<file path="src/rtl/rfc_pkg.sv">
// Shared types and constants of the response frame checker.
package rfc_pkg;

  // Frame layout constants
  localparam logic [7:0] FrameHeader  = 8'hAA;
  localparam int unsigned CountW      = 9;
  localparam logic [CountW-1:0] CountMax = {CountW{1'b1}};
  localparam logic [CountW:0] MinFrameSize = (CountW+1)'(5);

  // Configuration port
  localparam int unsigned CfgIdxW  = 1;
  localparam int unsigned CfgDataW = 8;

  // Stream widths
  localparam int unsigned InDataW  = 8;
  localparam int unsigned OutDataW = 32;

  typedef enum logic [CfgIdxW-1:0] {
    REG_EXPECTED_ID  = 1'b0,
    REG_EXPECTED_CMD = 1'b1
  } cfg_idx_e;

  typedef enum logic [2:0] {
    ST_OK       = 3'd0,
    ST_SHORT    = 3'd1,
    ST_HEADER   = 3'd2,
    ST_ID       = 3'd3,
    ST_COMMAND  = 3'd4,
    ST_SIZE     = 3'd5,
    ST_CHECKSUM = 3'd6
  } status_e;

  typedef enum logic [1:0] {
    FE_NONE    = 2'd0,
    FE_HEADER  = 2'd1,
    FE_ID      = 2'd2,
    FE_COMMAND = 2'd3
  } field_err_e;

  typedef enum logic [0:0] {
    KIND_PAYLOAD = 1'b0,
    KIND_STATUS  = 1'b1
  } result_kind_e;

  typedef struct packed {
    logic [7:0] rx_byte;
    logic       last;
  } in_item_t;

  typedef struct packed {
    result_kind_e kind;
    logic [7:0]   payload_byte;
    logic [7:0]   payload_index;
    status_e      frame_status;
    logic [7:0]   declared_length;
  } result_t;

endpackage

</file>
<file path="src/rtl/response_frame_checker_core.sv">
// Top level of the response frame checker.
// Checks a servo response frame (0xAA, id, command, length L, L payload bytes,
// inverted-sum checksum) one byte per item. Every payload byte comes out as an
// item with its index; the byte marked tlast gives one status item (short,
// header, id, command, size, checksum, in that priority, else ok). The block
// takes one byte per cycle while the receiver takes results: an input register
// feeds the checking logic, whose result goes into an output register. Every
// byte leaves the input register once the output register is free or is being
// taken, whether or not it causes a result, so a result that the receiver has
// not taken holds the input back.
// expected_id (index 0, reset 1) and expected_command (index 1, reset 0) are
// written through the cfg port; the user must write them only while no frame
// is in flight, as the block itself does not enforce it.
module response_frame_checker_core (
  input  logic                           clk_i,
  input  logic                           rst_ni,
  // configuration
  input  logic                           cfg_we_i,
  input  logic [rfc_pkg::CfgIdxW-1:0]    cfg_idx_i,
  input  logic [rfc_pkg::CfgDataW-1:0]   cfg_wdata_i,
  // byte input
  input  logic                           s_axis_tvalid,
  output logic                           s_axis_tready,
  input  logic [rfc_pkg::InDataW-1:0]    s_axis_tdata,   // [7:0] rx_byte
  input  logic                           s_axis_tlast,   // end_of_frame
  // results
  output logic                           m_axis_tvalid,
  input  logic                           m_axis_tready,
  output logic [rfc_pkg::OutDataW-1:0]   m_axis_tdata,   // [7:0] payload_byte,
                                                         // [15:8] payload_index,
                                                         // [18:16] frame_status,
                                                         // [26:19] declared_length
  output logic                           m_axis_tuser    // result_kind
);
  import rfc_pkg::*;

  in_item_t s_item;
  in_item_t item;
  logic     item_valid;
  logic     out_ready;
  logic     take;
  logic     res_valid;
  result_t  res;

  assign s_item.rx_byte = s_axis_tdata;
  assign s_item.last    = s_axis_tlast;

  // Process the held item when the result slot is free
  assign take = item_valid && out_ready;

  rfc_in_stage u_in (
    .clk_i     (clk_i),
    .rst_ni    (rst_ni),
    .s_valid_i (s_axis_tvalid),
    .s_ready_o (s_axis_tready),
    .s_item_i  (s_item),
    .take_i    (take),
    .valid_o   (item_valid),
    .item_o    (item)
  );

  rfc_check u_check (
    .clk_i       (clk_i),
    .rst_ni      (rst_ni),
    .cfg_we_i    (cfg_we_i),
    .cfg_idx_i   (cfg_idx_i),
    .cfg_wdata_i (cfg_wdata_i),
    .take_i      (take),
    .item_i      (item),
    .res_valid_o (res_valid),
    .res_o       (res)
  );

  rfc_out_stage u_out (
    .clk_i         (clk_i),
    .rst_ni        (rst_ni),
    .load_i        (take && res_valid),
    .res_i         (res),
    .ready_o       (out_ready),
    .m_axis_tvalid (m_axis_tvalid),
    .m_axis_tready (m_axis_tready),
    .m_axis_tuser  (m_axis_tuser),
    .m_axis_tdata  (m_axis_tdata)
  );

endmodule

</file>
<file path="src/rtl/rfc_in_stage.sv">
// Input register stage of the response frame checker.
module rfc_in_stage (
  input  logic              clk_i,
  input  logic              rst_ni,
  input  logic              s_valid_i,
  output logic              s_ready_o,
  input  rfc_pkg::in_item_t s_item_i,
  input  logic              take_i,
  output logic              valid_o,
  output rfc_pkg::in_item_t item_o
);
  import rfc_pkg::*;

  logic     valid_q;
  in_item_t item_q;

  // Accept when empty or when the held item moves on this cycle
  assign s_ready_o = !valid_q || take_i;

  always_ff @(posedge clk_i or negedge rst_ni) begin
    if (!rst_ni) begin
      valid_q <= 1'b0;
    end else if (s_ready_o) begin
      valid_q <= s_valid_i;
    end
  end

  // Capture payload with the handshake
  always_ff @(posedge clk_i) begin
    if (s_valid_i && s_ready_o) begin
      item_q <= s_item_i;
    end
  end

  assign valid_o = valid_q;
  assign item_o  = item_q;

endmodule

</file>
<file path="src/rtl/rfc_check.sv">
// Frame state, configuration registers and per-byte checking logic.
module rfc_check (
  input  logic                          clk_i,
  input  logic                          rst_ni,
  input  logic                          cfg_we_i,
  input  logic [rfc_pkg::CfgIdxW-1:0]   cfg_idx_i,
  input  logic [rfc_pkg::CfgDataW-1:0]  cfg_wdata_i,
  input  logic                          take_i,
  input  rfc_pkg::in_item_t             item_i,
  output logic                          res_valid_o,
  output rfc_pkg::result_t              res_o
);
  import rfc_pkg::*;

  logic [7:0]        exp_id_q;
  logic [7:0]        exp_cmd_q;
  logic [CountW-1:0] count_q, count_d;
  logic [7:0]        sum_q, sum_d;
  logic [7:0]        len_q, len_d;
  field_err_e        ferr_q, ferr_d;

  logic [7:0]  b;
  logic [CountW:0] n;
  logic [CountW:0] exp_size;
  logic [CountW:0] payload_end;
  logic        in_payload;
  status_e     status;

  // Configuration writes
  always_ff @(posedge clk_i or negedge rst_ni) begin
    if (!rst_ni) begin
      exp_id_q  <= 8'd1;
      exp_cmd_q <= 8'd0;
    end else if (cfg_we_i) begin
      case (cfg_idx_e'(cfg_idx_i))
        REG_EXPECTED_ID:  exp_id_q  <= cfg_wdata_i;
        REG_EXPECTED_CMD: exp_cmd_q <= cfg_wdata_i;
        default: ;
      endcase
    end
  end

  assign b = item_i.rx_byte;

  // Latch the first header field mismatch and the length byte
  always_comb begin
    ferr_d = ferr_q;
    if (ferr_q == FE_NONE) begin
      if (count_q == CountW'(0) && b != FrameHeader) begin
        ferr_d = FE_HEADER;
      end else if (count_q == CountW'(1) && b != exp_id_q) begin
        ferr_d = FE_ID;
      end else if (count_q == CountW'(2) && b != exp_cmd_q) begin
        ferr_d = FE_COMMAND;
      end
    end
    len_d = (count_q == CountW'(3)) ? b : len_q;
  end

  assign n           = {1'b0, count_q} + (CountW+1)'(1);
  assign exp_size    = MinFrameSize + {2'b00, len_d};
  assign payload_end = (CountW+1)'(4) + {2'b00, len_d};
  assign in_payload  = (count_q >= CountW'(4)) && ({1'b0, count_q} < payload_end);

  // Final status in priority order
  always_comb begin
    if (n < MinFrameSize) begin
      status = ST_SHORT;
    end else if (ferr_d != FE_NONE) begin
      status = status_e'({1'b0, ferr_d} + 3'd1);
    end else if (n != exp_size) begin
      status = ST_SIZE;
    end else if (b != ~sum_q) begin
      status = ST_CHECKSUM;
    end else begin
      status = ST_OK;
    end
  end

  // Result for the current item
  always_comb begin
    res_o.declared_length = len_d;
    if (item_i.last) begin
      res_valid_o         = 1'b1;
      res_o.kind          = KIND_STATUS;
      res_o.payload_byte  = 8'd0;
      res_o.payload_index = 8'd0;
      res_o.frame_status  = status;
    end else begin
      res_valid_o         = in_payload;
      res_o.kind          = KIND_PAYLOAD;
      res_o.payload_byte  = b;
      res_o.payload_index = 8'(count_q - CountW'(4));
      res_o.frame_status  = ST_OK;
    end
  end

  // Next frame state: clear after the final byte
  always_comb begin
    if (item_i.last) begin
      count_d = '0;
      sum_d   = '0;
    end else begin
      count_d = (count_q == CountMax) ? count_q : count_q + CountW'(1);
      sum_d   = sum_q + b;
    end
  end

  always_ff @(posedge clk_i or negedge rst_ni) begin
    if (!rst_ni) begin
      count_q <= '0;
      sum_q   <= '0;
      len_q   <= '0;
      ferr_q  <= FE_NONE;
    end else if (take_i) begin
      count_q <= count_d;
      sum_q   <= sum_d;
      len_q   <= item_i.last ? 8'd0 : len_d;
      ferr_q  <= item_i.last ? FE_NONE : ferr_d;
    end
  end

endmodule

</file>
<file path="src/rtl/rfc_out_stage.sv">
// Output result register of the response frame checker.
module rfc_out_stage (
  input  logic                           clk_i,
  input  logic                           rst_ni,
  input  logic                           load_i,
  input  rfc_pkg::result_t               res_i,
  output logic                           ready_o,
  output logic                           m_axis_tvalid,
  input  logic                           m_axis_tready,
  output logic                           m_axis_tuser,
  output logic [rfc_pkg::OutDataW-1:0]   m_axis_tdata
);
  import rfc_pkg::*;

  logic    valid_q;
  result_t res_q;

  // Free when empty or when the held result is taken this cycle
  assign ready_o = !valid_q || m_axis_tready;

  always_ff @(posedge clk_i or negedge rst_ni) begin
    if (!rst_ni) begin
      valid_q <= 1'b0;
    end else if (ready_o) begin
      valid_q <= load_i;
    end
  end

  always_ff @(posedge clk_i) begin
    if (ready_o && load_i) begin
      res_q <= res_i;
    end
  end

  // Pack fields, lowest first
  assign m_axis_tvalid = valid_q;
  assign m_axis_tuser  = res_q.kind;
  assign m_axis_tdata  = {5'd0, res_q.declared_length, res_q.frame_status,
                          res_q.payload_index, res_q.payload_byte};

endmodule

</file>
<file path="config.mk">
export PLATFORM = sky130hd
export DESIGN_NAME = response_frame_checker_core
export DESIGN_NICKNAME = d
export VERILOG_FILES = /design/src/rtl/rfc_pkg.sv /design/src/rtl/response_frame_checker_core.sv /design/src/rtl/rfc_in_stage.sv /design/src/rtl/rfc_check.sv /design/src/rtl/rfc_out_stage.sv
export SDC_FILE = /design/constraint.sdc
export NUM_CORES = 1
export LEC_CHECK = 0
export BUFFER_PORTS_ARGS = -buffer_cell sky130_fd_sc_hd__buf_4
export CAP_MARGIN = 5
export CORE_MARGIN = 1
export CORE_UTILIZATION = 46
export CTS_BUF_LIST = sky130_fd_sc_hd__clkbuf_2 sky130_fd_sc_hd__clkbuf_4 sky130_fd_sc_hd__clkbuf_8
export DETAILED_ROUTE_END_ITERATION = 10
export PLACE_DENSITY = 0.68
export REMOVE_ABC_BUFFERS = 1
export SYNTH_ARGS = -nofsm -noshare
export SYNTH_HDL_FRONTEND = slang
export SYNTH_HIERARCHICAL = 1
export SYNTH_SLANG_ARGS = --single-unit
</file>
<file path="constraint.sdc">
create_clock -name clk_i -period 5.8 [get_ports clk_i]
set_input_delay 0.58 -clock clk_i [delete_from_list [all_inputs] [get_ports clk_i]]
set_output_delay 0.58 -clock clk_i [all_outputs]
set_load 0.01 [all_outputs]
</file>
# --- Word level (Yosys, flattened, before mapping) ---
# Cells that the tools add are included.
classes:
  addsub: 7
  order_cmp: 3
  n_eq_ne: 10
  n_mux: 16
  bitwise_logic: 3
  reduce_logical: 19
ops:
  columns: ["operator", "n"]
  rows:
  - ["2-to-1 mux 8 bit", 3]
  - ["!= test 8 bit", 3]
  - ["2-to-1 mux 20 bit", 1]
  - ["adder 3 x 8 -> 9 bit (first input constant)", 2]
  - ["equality test 9 x 2 -> 1 bit (second input constant)", 2]
  - ["2-to-1 mux 9 bit", 2]
  - ["2-to-1 mux 3 bit", 4]
  - ["adder 9 x 1 -> 10 bit (second input constant)", 1]
  - ["< comparator 10 x 3 -> 1 bit (second input constant)", 1]
  - ["2-to-1 mux 2 bit", 5]
  - ["!= test 10 bit", 1]
  - ["adder 9 x 1 -> 9 bit (second input constant)", 1]
  - ["equality test 9 x 1 -> 1 bit (second input constant)", 1]
  - ["equality test 9 bit (second input constant)", 1]
  - ["greater-or-equal comparator 9 x 3 -> 1 bit (second input constant)", 1]
  - ["zero test 9 bit", 1]
  - ["< comparator 9 bit", 1]
  - ["adder 8 bit", 1]
  - ["logical AND 1 bit", 8]
  - ["!= test 8 bit (second input constant)", 1]
  - ["NOT 8 bit", 1]
  - ["subtractor 8 x 3 -> 8 bit (second input constant)", 1]
  - ["AND reduction 2 bit", 3]
  - ["adder 2 x 1 -> 3 bit (second input constant)", 1]
  - ["other kinds (8)", 11]
word_totals:
  register_bits: 82
  input_bits: 23

# --- Logic depth before layout (Yosys ltp) ---
# Gate-level depths: netlist of the first run.
logic_depth:
  word_depth: 10
  ltp_mapped: 21
  depth_no_buf: 18

# --- Modules after synthesis ---
# The synthesis of the first run kept the hierarchy.
by_module_without_submodules:
  columns: ["module", "instances", "cells_each", "area_per_inst_um2"]
  rows:
  - ["rfc_check", 1, 421, 3689.8]
  - ["rfc_out_stage", 1, 38, 935.9]
  - ["rfc_in_stage", 1, 13, 324.1]
  - ["response_frame_checker_core", 1, 2, 12.5]

# --- Worst setup path before layout of the first run ---
# Ideal clock, no wire load.
synth_path:
  path_kind: "reg2reg"
  startpoint: "register u_check.count_q[2]"
  endpoint: "register u_out.res_q (netlist bit u_out/m_axis_tdata[0]), enable pin"
  setup_ns: 0.333
  arrival_time_ns: 3.596
  path_slack_ns: 1.871
  path_stages_with_launch: 22
  n_path_buf: 3
  period_less_slack_ns: 3.929
  cell_sequence: "dfrtp_1 clkbuf_1 inv_1 ha_1 nand4bb_1 buf_2 nor2_2 buf_2 nor2_1 a21oi_1 inv_1 ha_1 inv_1 ha_1 o21a_1 o21a_1 o21a_1 o21ai_0 nand2b_1 a41oi_1 and3_1 and2_4"
synth_via:
  elab_chain_len: 8
synth_lines:
  columns: ["element", "line_no", "rtl"]
  rows:
  - ["from (decl)", "rfc_check.sv:17", "logic [CountW-1:0] count_q, count_d;"]
  - ["from (signal assigned)", "rfc_check.sv:116", "count_q <= count_d;"]
  - ["equality test 9 x 2 -> 1 bit", "rfc_check.sv:57", "len_d = (count_q == CountW'(3)) ? b : len_q;"]
  - ["2-to-1 mux 8 bit", "rfc_check.sv:57", null]
  - ["adder 3 x 8 -> 9 bit", "rfc_check.sv:62", "assign payload_end = (CountW+1)'(4) + {2'b00, len_d};"]
  - ["< comparator 9 bit", "rfc_check.sv:63", "assign in_payload = (count_q >= CountW'(4)) && ({1'b0, count_q} < payload_end);"]
  - ["logical AND 1 bit *", "rfc_check.sv:63", null]
  - ["2-to-1 mux 1 bit *", "rfc_check.sv:83", "if (item_i.last) begin"]
  - ["named net res_valid", "response_frame_checker_core.sv:42", "logic res_valid;"]
  - ["logical AND 1 bit *", "response_frame_checker_core.sv:77", ".load_i (take && res_valid),"]
  - ["logical AND 1 bit *", "rfc_out_stage.sv:30", "if (ready_o && load_i) begin"]
  - ["to (signal assigned)", "rfc_out_stage.sv:31", "res_q <= res_i;"]
  - ["to (decl)", "rfc_out_stage.sv:16", "result_t res_q;"]
# Mark *: on every way through the listed nets, which the timed path passes. The rest lies on a longest branch.
# A chain may end at the register's enable or synchronous reset.

# --- Final worst setup path of the first run ---
layout_path:
  startpoint: "register u_check.count_q[3]"
  endpoint: "register u_out.res_q (netlist bit u_out/m_axis_tdata[22]), enable pin"
# Same word-level chain as after synthesis.

==> results of run 1 <==
## critical path, stage by stage (launching register included)
cell	delay, ns
dfrtp_1	0.50
inv_1	0.18
ha_1	0.22
nand4bb_1	0.30
nor2_2	0.53
nor2_1	0.08
a21oi_1	0.31
inv_1	0.11
ha_1	0.21
inv_1	0.14
xnor2_1	0.16
ha_1	0.27
o21a_1	0.11
o21a_1	0.16
o21ai_0	0.14
nand2b_1	0.08
a41oi_1	0.19
and3_1	0.19
and2_4	0.39
## area by class of cell
class	instances	area share
Clock inverter	5	0.0107
Tap cell	136	0.0304
Inverter	40	0.0268
Timing Repair Buffer	54	0.0724
Clock buffer	11	0.0270
Sequential cell	82	0.400
Multi-Input combinational cell	325	0.433
## sequential cells by signal, indices dropped and copies added (netlist names)
name / flops
u_check/sum_q: 8
u_in/valid_o: 1
u_check/count_q: 9
u_out/m_axis_tdata: 27
u_check/exp_cmd_q: 8
u_check/ferr_q: 2
u_in/item_o: 9
u_out/m_axis_tuser: 1
u_check/len_q: 8
u_out/m_axis_tvalid: 1
u_check/exp_id_q: 8
## worst min-delay path by stage
stage                               from                    to  slack, ns  depth (start not counted)
detailed placement  u_check/exp_cmd_q[0]  u_check/exp_cmd_q[0]       0.52                          1
finish                            rst_ni   u_out/m_axis_tvalid       0.22                          1
CTS                               rst_ni      u_check/sum_q[2]       0.24                          1
global placement    u_check/exp_cmd_q[1]  u_check/exp_cmd_q[1]       0.51                          1
global route                      rst_ni   u_out/m_axis_tvalid       0.25                          1
floorplan                         rst_ni    u_check/count_q[0]       0.28                          0
## layout by cell type (no fill, tap or decap), types with 3 or more instances in the layout
cell	netlist	routed
xnor2_1	37	37
xor2_1	6	6
a211oi_1	4	4
o21a_1	5	5
nand3_1	7	7
a31oi_1	3	3
and3_1	4	4
conb_1	1	5
nor2_1	22	22
ha_1	30	30
o21ai_0	15	15
a211o_1	3	3
clkbuf_8	0	11
o211ai_1	7	7
inv_1	39	39
mux2_2	16	16
dfrtp_1	44	44
nand4_1	11	11
nand3b_1	4	4
nand2_1	18	18
a21oi_1	21	21
mux2i_1	6	6
edfxtp_1	37	37
nor3_1	9	9
buf_4	7	54
nand2b_1	8	8
nor2b_1	15	15
o22ai_1	21	21
and2_1	4	4
a21o_1	4	4
## routing by layer
layer	part of all wire	GRT usage
met1	0.44	0.291
met2	0.48	0.359
met3	0.062	0.0291
met4	0.015	0.0843
met5	0	0
## where the power goes
part           switching, mW  internal (mW)
registers              0.125          0.796
clock network          0.217          0.224
logic                  0.576          0.442
total                  0.917           1.46
## cells by family (layout without fill, tap and decap cells)
group | after synthesis | count (layout) | synth area share
XOR/XNOR | 43 | 43 | 0.0759
other | 1 | 5 | 0.000756
adder cells (fa/ha/maj) | 31 | 31 | 0.0797
AND/OR/NAND/NOR | 122 | 122 | 0.143
buffers and inverters | 71 | 110 | 0.0633
multiplexers | 22 | 22 | 0.0484
flip-flops | 82 | 82 | 0.451
AO/OA/AOI/OAI | 102 | 102 | 0.137
## stage by stage
| step | cells | hold WS [ns] | area, µm² | total power [mW] |
|---|---|---|---|---|
| floorplan | 447 | 0.284 | 4810 | 1.60 |
| global placement | 637 | 0.511 | 5390 | 1.93 |
| detailed placement | 637 | 0.516 | 5390 | 1.95 |
| CTS | 653 | 0.244 | 5600 | 2.39 |
| global route | 653 | 0.254 | 5600 | 2.54 |
| finish | 653 | 0.223 | 5600 | 2.38 |
==> results.md, run 1 <==
* Outcome: complete, no violations
* Top cells by area, synth: edfxtp_1 (22%), dfrtp_1 (22%), ha_1 (7.6%), xnor2_1 (6.5%), mux2_2 (3.6%)
* PnR worst setup slack at ~1.2 ns
* Initial core utilization at 0.479
* Critical path required time at 5.82 ns
* Cell area after synthesis at a little under 5000 µm²
* Fin. max-slew vios at 0
* Setup violators final at 0
* H-tree levels at 3
* Post-route ant nets at 0
* Worst path arrival time at 4.65 ns
* CTS root buf: clkbuf_8
* Synth Area per Inst at around 10 µm²
* Initial antenna violation count at 0
* EDFF count, synth at 37
* First-pass GRT wire length at between 15,000 and 20,000 µm
* Area leader, netlist: edfxtp_1
* Fraction of layout cells with a size suffix above 1 at 0.201
* Later-pin clock latency in the skew report at ~0.36 ns
* Fmax at approximately 220 MHz
* Area of the core at 10,400 µm²
* Maximum root-to-sink buffer count at 2
* CTS tree: built
* TritonCTS buffer count at 9
* Setup Slack @ Placement at 1.21 ns
* Worst setup path end: u_out/m_axis_tdata[22]
* Multi-input logic area at 2420 µm²
* Layout Utilization at 0.540
* Leading cell types by count after synthesis: dfrtp_1 (44), inv_1 (39), edfxtp_1 (37), xnor2_1 (37), ha_1 (30)
* CTS Hold Bufs at 0
* Final HPWL DP at between 8000 and 9000 µm
* Vias at between 3,000 and 4,000
* Post-synthesis sequential element count at between 80 and 90
* Maximum vdd drop at ~180 µV
* Netlist cell types at between 60 and 70
* Setup Buffers After CTS at 0
* Leak pwr at about 2.4 nW
* FF/Latch Area at between 2000 and 2500 µm²
* Ys async rst share at 0.549
* DR pass1 iterations at 4
* WL final at between 10,000 and 15,000 µm
* Worst-Margin Slew at between 0.7 and 0.8 ns
* R2R Setup Slk at 1.17 ns
* Post-synthesis sequential area ratio at 0.451
* Ys flop type: dfrtp_1
* Worst Reg-to-Reg Cells at 18
* Die area at approximately 11,000 µm²
* Remaining DRCs at 0
* Worst Setup Start Kind: register
* Clock slew at reported path FFs at roughly 0.08 ns
* Final Skew at between 0.01 and 0.015 ns
* DRT iter0 DRCs at about 290
* Critical path type: register to register
* Most frequent cell after synthesis: dfrtp_1
* CTS sink cnt at just over 80
* Die Ht at approximately 110 µm
* Fillers at roughly 950
* RePlAce Congestion at 0.931
* Relative slew slack at 0.532
* Layout area overhead at 12.9%
* Total Nets Final at approximately 570
* Pin count of the biggest net entering global routing at 46
* Max Fanout on Critical Path at 28
* Hold Path Class: input pin to asynchronous set/reset pin
* Hold Fails Final Rpt at 0
* GRT overflow at 0
* Pwr dens at between 400 and 500 nW/µm²
* Crit path from: u_check/count_q[3]
* RSZ-0062 raised after global routing: false
* Setup tns final at 0 ns
* Tot GR Track Use at 0.218
* Ys Warns at 6
* N_diodes at 0
* Vias per inst at 5.62
* Max Cap Viol at 0
* Routed WL per cell at roughly 18 µm
* Crit. End Element: register
* Gate count after technology mapping at roughly 470
* FF-to-FF Start: u_check/count_q[3]
* I/O Pins at a little under 60
* Die W at ~110 µm
* Final period utilization at 0.799
* Min cycle time layout at ~4.6 ns
* Vias in the first global route at between 3,000 and 4,000
* Port Buf Inserts at 52
* Rows at 37
* Post_cts resized at 0
* Post-synth top area share at 0.224
* FF-to-FF End: u_out/m_axis_tdata[22]
No activity file was read; power rests on OpenSTA's default activity.
==> run 2: changes to the inputs <==
--- a/config.mk
+++ b/config.mk
@@ -11,7 +11,7 @@
 export CORE_UTILIZATION = 46
 export CTS_BUF_LIST = sky130_fd_sc_hd__clkbuf_2 sky130_fd_sc_hd__clkbuf_4 sky130_fd_sc_hd__clkbuf_8
 export DETAILED_ROUTE_END_ITERATION = 10
-export PLACE_DENSITY = 0.68
+export PLACE_DENSITY = 0.71
 export REMOVE_ABC_BUFFERS = 1
 export SYNTH_ARGS = -nofsm -noshare
 export SYNTH_HDL_FRONTEND = slang
==> constraint.sdc (replaced) <==
create_clock -name clk_i -period 3.9 [get_ports clk_i]
set_input_delay 0.39 -clock clk_i [delete_from_list [all_inputs] [get_ports clk_i]]
set_output_delay 0.39 -clock clk_i [all_outputs]
set_load 0.01 [all_outputs]
==> run 2 against run 1 <==
Compared with the run above: wire length increased by 7.8%; setup slack got worse by 0.96 ns; core utilization increased by 1.9 points; via count increased by 6.0%; cell count increased by 3.7%; critical path depth unchanged; clock skew decreased by 0.0021 ns; hold slack got worse by 0.19 ns; global-route usage increased by 1.1 points.
==> results.md, run 2 (synthesized netlist as in run 1, its figures left out) <==
* Outcome: complete, no violations
* R2R Setup Slk at 0.21 ns (-0.96 ns)
* FF-to-FF End: u_out/m_axis_tdata[10]
* DR pass1 iterations at 5 (+1)
* FF-to-FF Start: u_check/count_q[3]
* CP peak stage delay at 0.39 ns (-0.14 ns)
* Max Cap Viol at 0 (unchanged)
* Flip-flop count of the largest register after layout at 27 (unchanged)
* Most frequent cells in the layout: buf_4 (75), dfrtp_1 (44), inv_1 (37), xnor2_1 (37), edfxtp_1 (37)
* Crit. End Element: register
* Vias in the first global route at 3,905 (+9.2%)
* Hold Path Class: input pin to asynchronous set/reset pin
* Die area at 11,200 µm² (unchanged)
* H-tree levels at 3 (unchanged)
* DRT iter0 DRCs at 325 (+13%)
* First-pass GRT wire length at 19,600 µm (+6.0%)
* Max Fanout on Critical Path at 7 (-75%)
* Buffers and inverters on the worst path at 3 (unchanged)
* PnR worst setup slack at 0.211 ns (-0.955 ns)
* Setup Buffers After CTS at 0 (unchanged)
* NetSw at 1.46 mW (+59%)
* Initial core utilization at 0.479 (unchanged)
* Relative slew slack at 0.506 (-0.0258)
* Worst Setup Start Kind: register
* Setup violators final at 0 (unchanged)
* Internal power at 2.24 mW (+53%)
* Area of the core at 10,400 µm² (unchanged)
* Fraction of layout cells with a size suffix above 1 at 0.244 (+0.0428)
* Sw frac at 0.395 (+0.00923)
* Final Skew at 0.0107 ns (-0.00209 ns)
* Clock share of power at 0.172 (-0.013)
* RePlAce Congestion at 0.939 (+0.92%)
* Hold Fails Final Rpt at 0 (unchanged)
* CTS sink cnt at 82 (unchanged)
* Post-route ant nets at 0 (unchanged)
* I/O Pins at 58 (unchanged)
* Tot GR Track Use at 0.229 (+0.0111)
* Maximum vdd drop at 265 µV (+51%)
* Vias at 3,891 (+6.0%)
* Worst-Margin Slew at 0.740 ns (+0.0386 ns)
* Clock slew at reported path FFs at 0.09 ns (about the same)
* RSZ-0062 raised after global routing: false
* CTS Hold Bufs at 0 (unchanged)
* Setup Slack @ Placement at 0.0702 ns (-1.14 ns)
* Fillers at 930 (-1.9%)
* Fmax at 271 MHz (+26%)
* Combinational fraction of design power at 0.472 (+0.044)
* Die W at 106 µm (unchanged)
* Later-pin clock latency in the skew report at 0.36 ns (about the same)
* CTS root buf: clkbuf_8
* Total Nets Final at 590 (+4.2%)
* Delay-heaviest family, CP: simple AND/OR/NAND/NOR gates
* Final HPWL DP at 8810 µm (+5.7%)
* Port Buf Inserts at 52 (unchanged)
* Critical path required time at 3.97 ns (-1.85 ns)
* Rows at 37 (unchanged)
* Routed WL per cell at 18.4 µm (+4.0%)
* Worst Reg-to-Reg Cells at 18 (unchanged)
* N_diodes at 0 (unchanged)
* Die Ht at 106 µm (unchanged)
* Layout area overhead at 16.9%
* Maximum root-to-sink buffer count at 2 (unchanged)
* Commonest non-fill, non-tap cell in the layout: buf_4
* Critical path's slowest cell: dfrtp_1
* Pin count of the biggest net entering global routing at 46 (unchanged)
* Critical path, cell by cell: inv_2, ha_1, nand4bb_1, nor2_4, nor2_1, a21oi_1, inv_1, ha_1, inv_1, ha_1, o21a_1, o21a_1, o21a_1, o21ai_1, nand2b_1, a41oi_1, and3_4, and2_4
* GRT overflow at 0 (unchanged)
* Final period utilization at 0.946 (+0.147)
* Post_cts resized at 0 (unchanged)
* Crit path depth at 18 (unchanged)
* Remaining DRCs at 0 (unchanged)
* CTS tree: built
* Hold_ws at 0.0282 ns (-0.195 ns)
* Placed instance count at 658 (+3.3%)
* Min cycle time layout at 3.69 ns (-0.945 ns)
* WL final at 12,500 µm (+7.8%)
* Post-route cell area at 5800 µm² (+3.6%)
* TritonCTS buffer count at 9 (unchanged)
* Fin. max-slew vios at 0 (unchanged)
* Critical path type: register to register
* Post-DP Area at 5550 µm² (+2.9%)
* Worst path arrival time at 3.75 ns (-0.90 ns)
* Seq pwr share at 0.355 (-0.032)
* Vias per inst at 5.75 (+2.3%)
* Pwr dens at 638 nW/µm² (+50%)
* Leak pwr at 2.46 nW (+4.6%)
* Initial antenna violation count at 0 (unchanged)
* Non-filler cells, final at 677 (+3.7%)
* Layout Utilization at 0.559 (+0.0194)
run 2: cell types whose count changed in the layout (fill, tap and decap cells not counted), moves of 2 or more:
cell / previous run / this run
and2_4: 2 / 5
inv_1: 39 / 37
clkbuf_8: 11 / 9
inv_2: 1 / 3
buf_4: 54 / 75
run 2: power by group through the flow:
stage / Combinational, mW / Clock (mW) / Sequential, mW
2_1_floorplan: 0.976 / 0 / 1.40
3_3_place_gp: 1.61 / 0 / 1.33
3_5_place_dp: 1.64 / 0 / 1.34
4_1_cts: 1.65 / 0.652 / 1.32
5_1_grt: 1.91 / 0.680 / 1.34
6_report: 1.75 / 0.639 / 1.32
run 2: area by class of cell:
type                       count  area, µm²  area share
clock buffer                   9        124      0.0214
inverter                      40        150      0.0259
tap                          136        170      0.0293
sequential                    82       2240       0.386
multi-input combinational    328       2480       0.427
clock inverter                 7       76.3      0.0132
timing repair buffer          75        563      0.0970
run 2: per-stage QoR:
stage,power (mW),TNS [ns]
detailed placement,2.98,0
global placement,2.93,0
floorplan,2.38,-0.959
CTS,3.62,0
finish,3.70,0
global route,3.93,0
run 2: layer usage:
| metal | vias to the layer above | track usage | share of wire |
|---|---|---|---|
| li1 | 1802 | - | - |
| met1 | 1879 | 0.284 | 0.40 |
| met2 | 181 | 0.389 | 0.50 |
| met3 | 29 | 0.0451 | 0.078 |
| met4 | 0 | 0.0952 | 0.023 |
| met5 | - | 0 | 0 |
run 2: how the worst max path moves through the flow:
stage	start	to	slack, ns
after detailed placement	u_check/count_q[3]	u_out/m_axis_tdata[26]	0.07
after global routing	u_check/count_q[3]	u_out/m_axis_tdata[14]	0.005
final	u_check/count_q[3]	u_out/m_axis_tdata[10]	0.21
after floorplan	u_check/count_q[3]	u_out/m_axis_tdata[0]	-0.03
after CTS	u_check/count_q[3]	u_out/m_axis_tdata[6]	0.009
after global placement	u_check/count_q[0]	u_out/m_axis_tdata[16]	0.27
run 2: worst reg2reg max path, cell delays in order (launching register included):
cell       delay, ns
dfrtp_1         0.39
inv_2           0.09
ha_1            0.19
nand4bb_1       0.20
nor2_4          0.22
nor2_1          0.06
a21oi_1         0.17
inv_1           0.09
ha_1            0.28
inv_1           0.04
ha_1            0.27
o21a_1          0.11
o21a_1          0.16
o21a_1          0.16
o21ai_1         0.14
nand2b_1        0.08
a41oi_1         0.23
and3_4          0.27
and2_4          0.24
==> run 3: changes to the inputs <==
--- a/config.mk
+++ b/config.mk
@@ -11,7 +11,7 @@
 export CORE_UTILIZATION = 46
 export CTS_BUF_LIST = sky130_fd_sc_hd__clkbuf_2 sky130_fd_sc_hd__clkbuf_4 sky130_fd_sc_hd__clkbuf_8
 export DETAILED_ROUTE_END_ITERATION = 10
-export PLACE_DENSITY = 0.71
+export PLACE_DENSITY = 0.68
 export REMOVE_ABC_BUFFERS = 1
 export SYNTH_ARGS = -nofsm -noshare
 export SYNTH_HDL_FRONTEND = slang
==> constraint.sdc (replaced) <==
create_clock -name clk_i -period 4.8 [get_ports clk_i]
set_input_delay 0.48 -clock clk_i [delete_from_list [all_inputs] [get_ports clk_i]]
set_output_delay 0.48 -clock clk_i [all_outputs]
set_load 0.01 [all_outputs]
==> run 3 against run 2 <==
Compared with the run above: via count fell by 3.2%; final area fell by 2.6%; hold slack improved by 0.088 ns; setup slack improved by 0.15 ns; core utilization fell by 1.5 points; clock power fell by 17%; wire length fell by 2.3%.
==> results.md, run 3 (synthesized netlist as in run 1, its figures left out) <==
* Die Ht at 106 µm (unchanged)
* Most frequent cells in the layout: buf_4 (62), dfrtp_1 (44), inv_1 (39), xnor2_1 (37), edfxtp_1 (37)
* Pin count of the biggest net entering global routing at 46 (unchanged)
* CTS root buf: clkbuf_8
* Max Fanout on Critical Path at 28 (+21)
* Layout Utilization at 0.545 (-0.0146)
* CTS Hold Bufs at 0 (unchanged)
* Routed WL per cell at 18.5 µm (about the same)
* WL final at 12,200 µm (-2.3%)
* Max Cap Viol at 0 (unchanged)
* Clock slew at reported path FFs at 0.09 ns (about the same)
* Final Skew at 0.0191 ns (+0.00846 ns)
* Final period utilization at 0.925 (-0.0204)
* Tot GR Track Use at 0.230 (+0.00105)
* H-tree levels at 3 (unchanged)
* RePlAce Congestion at 0.925 (-1.5%)
* Flip-flop count of the largest register after layout at 27 (unchanged)
* Hold Path Class: input pin to asynchronous set/reset pin
* Setup tns final at 0 ns (unchanged)
* Remaining DRCs at 0 (unchanged)
* Pwr dens at 517 nW/µm² (-19%)
* Post_cts resized at 0 (unchanged)
* Min cycle time layout at 4.44 ns (+0.753 ns)
* DR pass1 iterations at 4 (-1)
* FF/Latch Area at 2240 µm² (unchanged)
* CTS tree: built
* Maximum vdd drop at 236 µV (-11%)
* Post-route ant nets at 0 (unchanged)
* Die W at 106 µm (unchanged)
* Area of the core at 10,400 µm² (unchanged)
* Maximum root-to-sink buffer count at 2 (unchanged)
* DRT iter0 DRCs at 239 (-26%)
* Die area at 11,200 µm² (unchanged)
* Outcome: complete, no violations
* Total Nets Final at 574 (-2.7%)
* Port Buf Inserts at 52 (unchanged)
* FF-to-FF Start: u_check/count_q[2]
* Initial antenna violation count at 0 (unchanged)
* R2R Setup Slk at 0.36 ns (+0.15 ns)
* TritonCTS buffer count at 9 (unchanged)
* Hold Fails Final Rpt at 0 (unchanged)
* RSZ-0062 raised after global routing: false
* Non-filler cells, final at 661 (-2.4%)
* Fin. max-slew vios at 0 (unchanged)
* Rows at 37 (unchanged)
* I/O Pins at 58 (unchanged)
* Final HPWL DP at 8980 µm (+1.8%)
* Setup Buffers After CTS at 0 (unchanged)
* Crit. End Element: register
* GRT overflow at 0 (unchanged)
* Later-pin clock latency in the skew report at 0.37 ns (about the same)
* Setup violators final at 0 (unchanged)
* Fraction of layout cells with a size suffix above 1 at 0.211 (-0.0326)
* Vias at 3,767 (-3.2%)
* Worst Reg-to-Reg Cells at 18 (unchanged)
* Vias per inst at 5.70 (-0.84%)
* Worst-Margin Slew at 0.702 ns (-0.0383 ns)
* FF-to-FF End: u_out/m_axis_tdata[20]
* Worst path arrival time at 4.47 ns (+0.72 ns)
* Relative slew slack at 0.531 (+0.0256)
* CTS sink cnt at 82 (unchanged)
* Vias in the first global route at 3,664 (-6.2%)
* Critical path type: register to register
* Initial core utilization at 0.479 (unchanged)
* First-pass GRT wire length at 19,500 µm (-0.70%)
* Critical path required time at 4.83 ns (+0.86 ns)
* Multi-input logic area at 2420 µm² (-2.2%)
* Tot Pwr at 2.92 mW (-21%)
* N_diodes at 0 (unchanged)
* Worst Setup Start Kind: register
* Layout area overhead at 13.9%
* Leak pwr at 2.38 nW (-3.1%)
* Fmax at 225 MHz (-17%)
* Commonest non-fill, non-tap cell in the layout: buf_4
* Fillers at 947 (+1.8%)
* Placed instance count at 645 (-2.0%)
## run 3: cell type report
| class | count | share of cell area |
|---|---|---|
| Tap cell | 136 | 0.0301 |
| Multi-Input combinational cell | 325 | 0.429 |
| Sequential cell | 82 | 0.396 |
| Timing Repair Buffer | 62 | 0.0824 |
| Clock buffer | 9 | 0.0219 |
| Inverter | 40 | 0.0266 |
| Clock inverter | 7 | 0.0137 |
## run 3: metrics by stage
stage	hold WS, ns	setup slack, ns	cell area, µm²
detailed placement	0.518	0.445	5450
finish	0.116	0.358	5650
CTS	0.136	0.411	5650
global route	0.167	0.0831	5650
global placement	0.512	0.630	5450
floorplan	0.184	0.866	4810
## run 3: worst max-delay path by stage
stage | startpoint | endpoint | slack [ns] | cells after the start
final | u_check/count_q[2] | u_out/m_axis_tdata[20] | 0.36 | 18
after global routing | u_check/count_q[3] | u_out/m_axis_tdata[16] | 0.08 | 18
after floorplan | u_check/count_q[3] | u_out/m_axis_tdata[0] | 0.87 | 18
after global placement | u_check/count_q[2] | u_out/m_axis_tdata[4] | 0.63 | 18
after detailed placement | u_check/count_q[2] | u_out/m_axis_tdata[3] | 0.44 | 18
after CTS | u_check/count_q[2] | u_out/m_axis_tdata[0] | 0.41 | 18
## run 3: where the power goes
part / switching [mW] / internal [mW]
Clock: 0.283 / 0.245
Sequential: 0.131 / 0.962
Combinational: 0.743 / 0.558
Total: 1.16 / 1.77
## run 3: worst max-delay path, stage by stage (launching register included)
cell and delay (ns):
dfrtp_1 0.57, inv_1 0.12, ha_1 0.25, nand4bb_1 0.32, nor2_2 0.09, buf_4 0.19
a21oi_1 0.33, inv_1 0.12, ha_1 0.29, inv_1 0.04, ha_1 0.26, o21a_1 0.11
o21a_1 0.17, o21a_1 0.16, o21ai_0 0.15, nand2b_1 0.08, a41oi_1 0.23, and3_1 0.21
and2_4 0.39
## run 3: per-layer routing
| metal | share of wire | vias to the layer above | routed length (µm) | GRT usage |
|---|---|---|---|---|
| li1 | - | 1766 | - | - |
| met1 | 0.47 | 1861 | 5730 | 0.319 |
| met2 | 0.46 | 121 | 5630 | 0.363 |
| met3 | 0.049 | 19 | 592 | 0.0346 |
| met4 | 0.020 | 0 | 250 | 0.0873 |
| met5 | 0 | - | 0 | 0 |
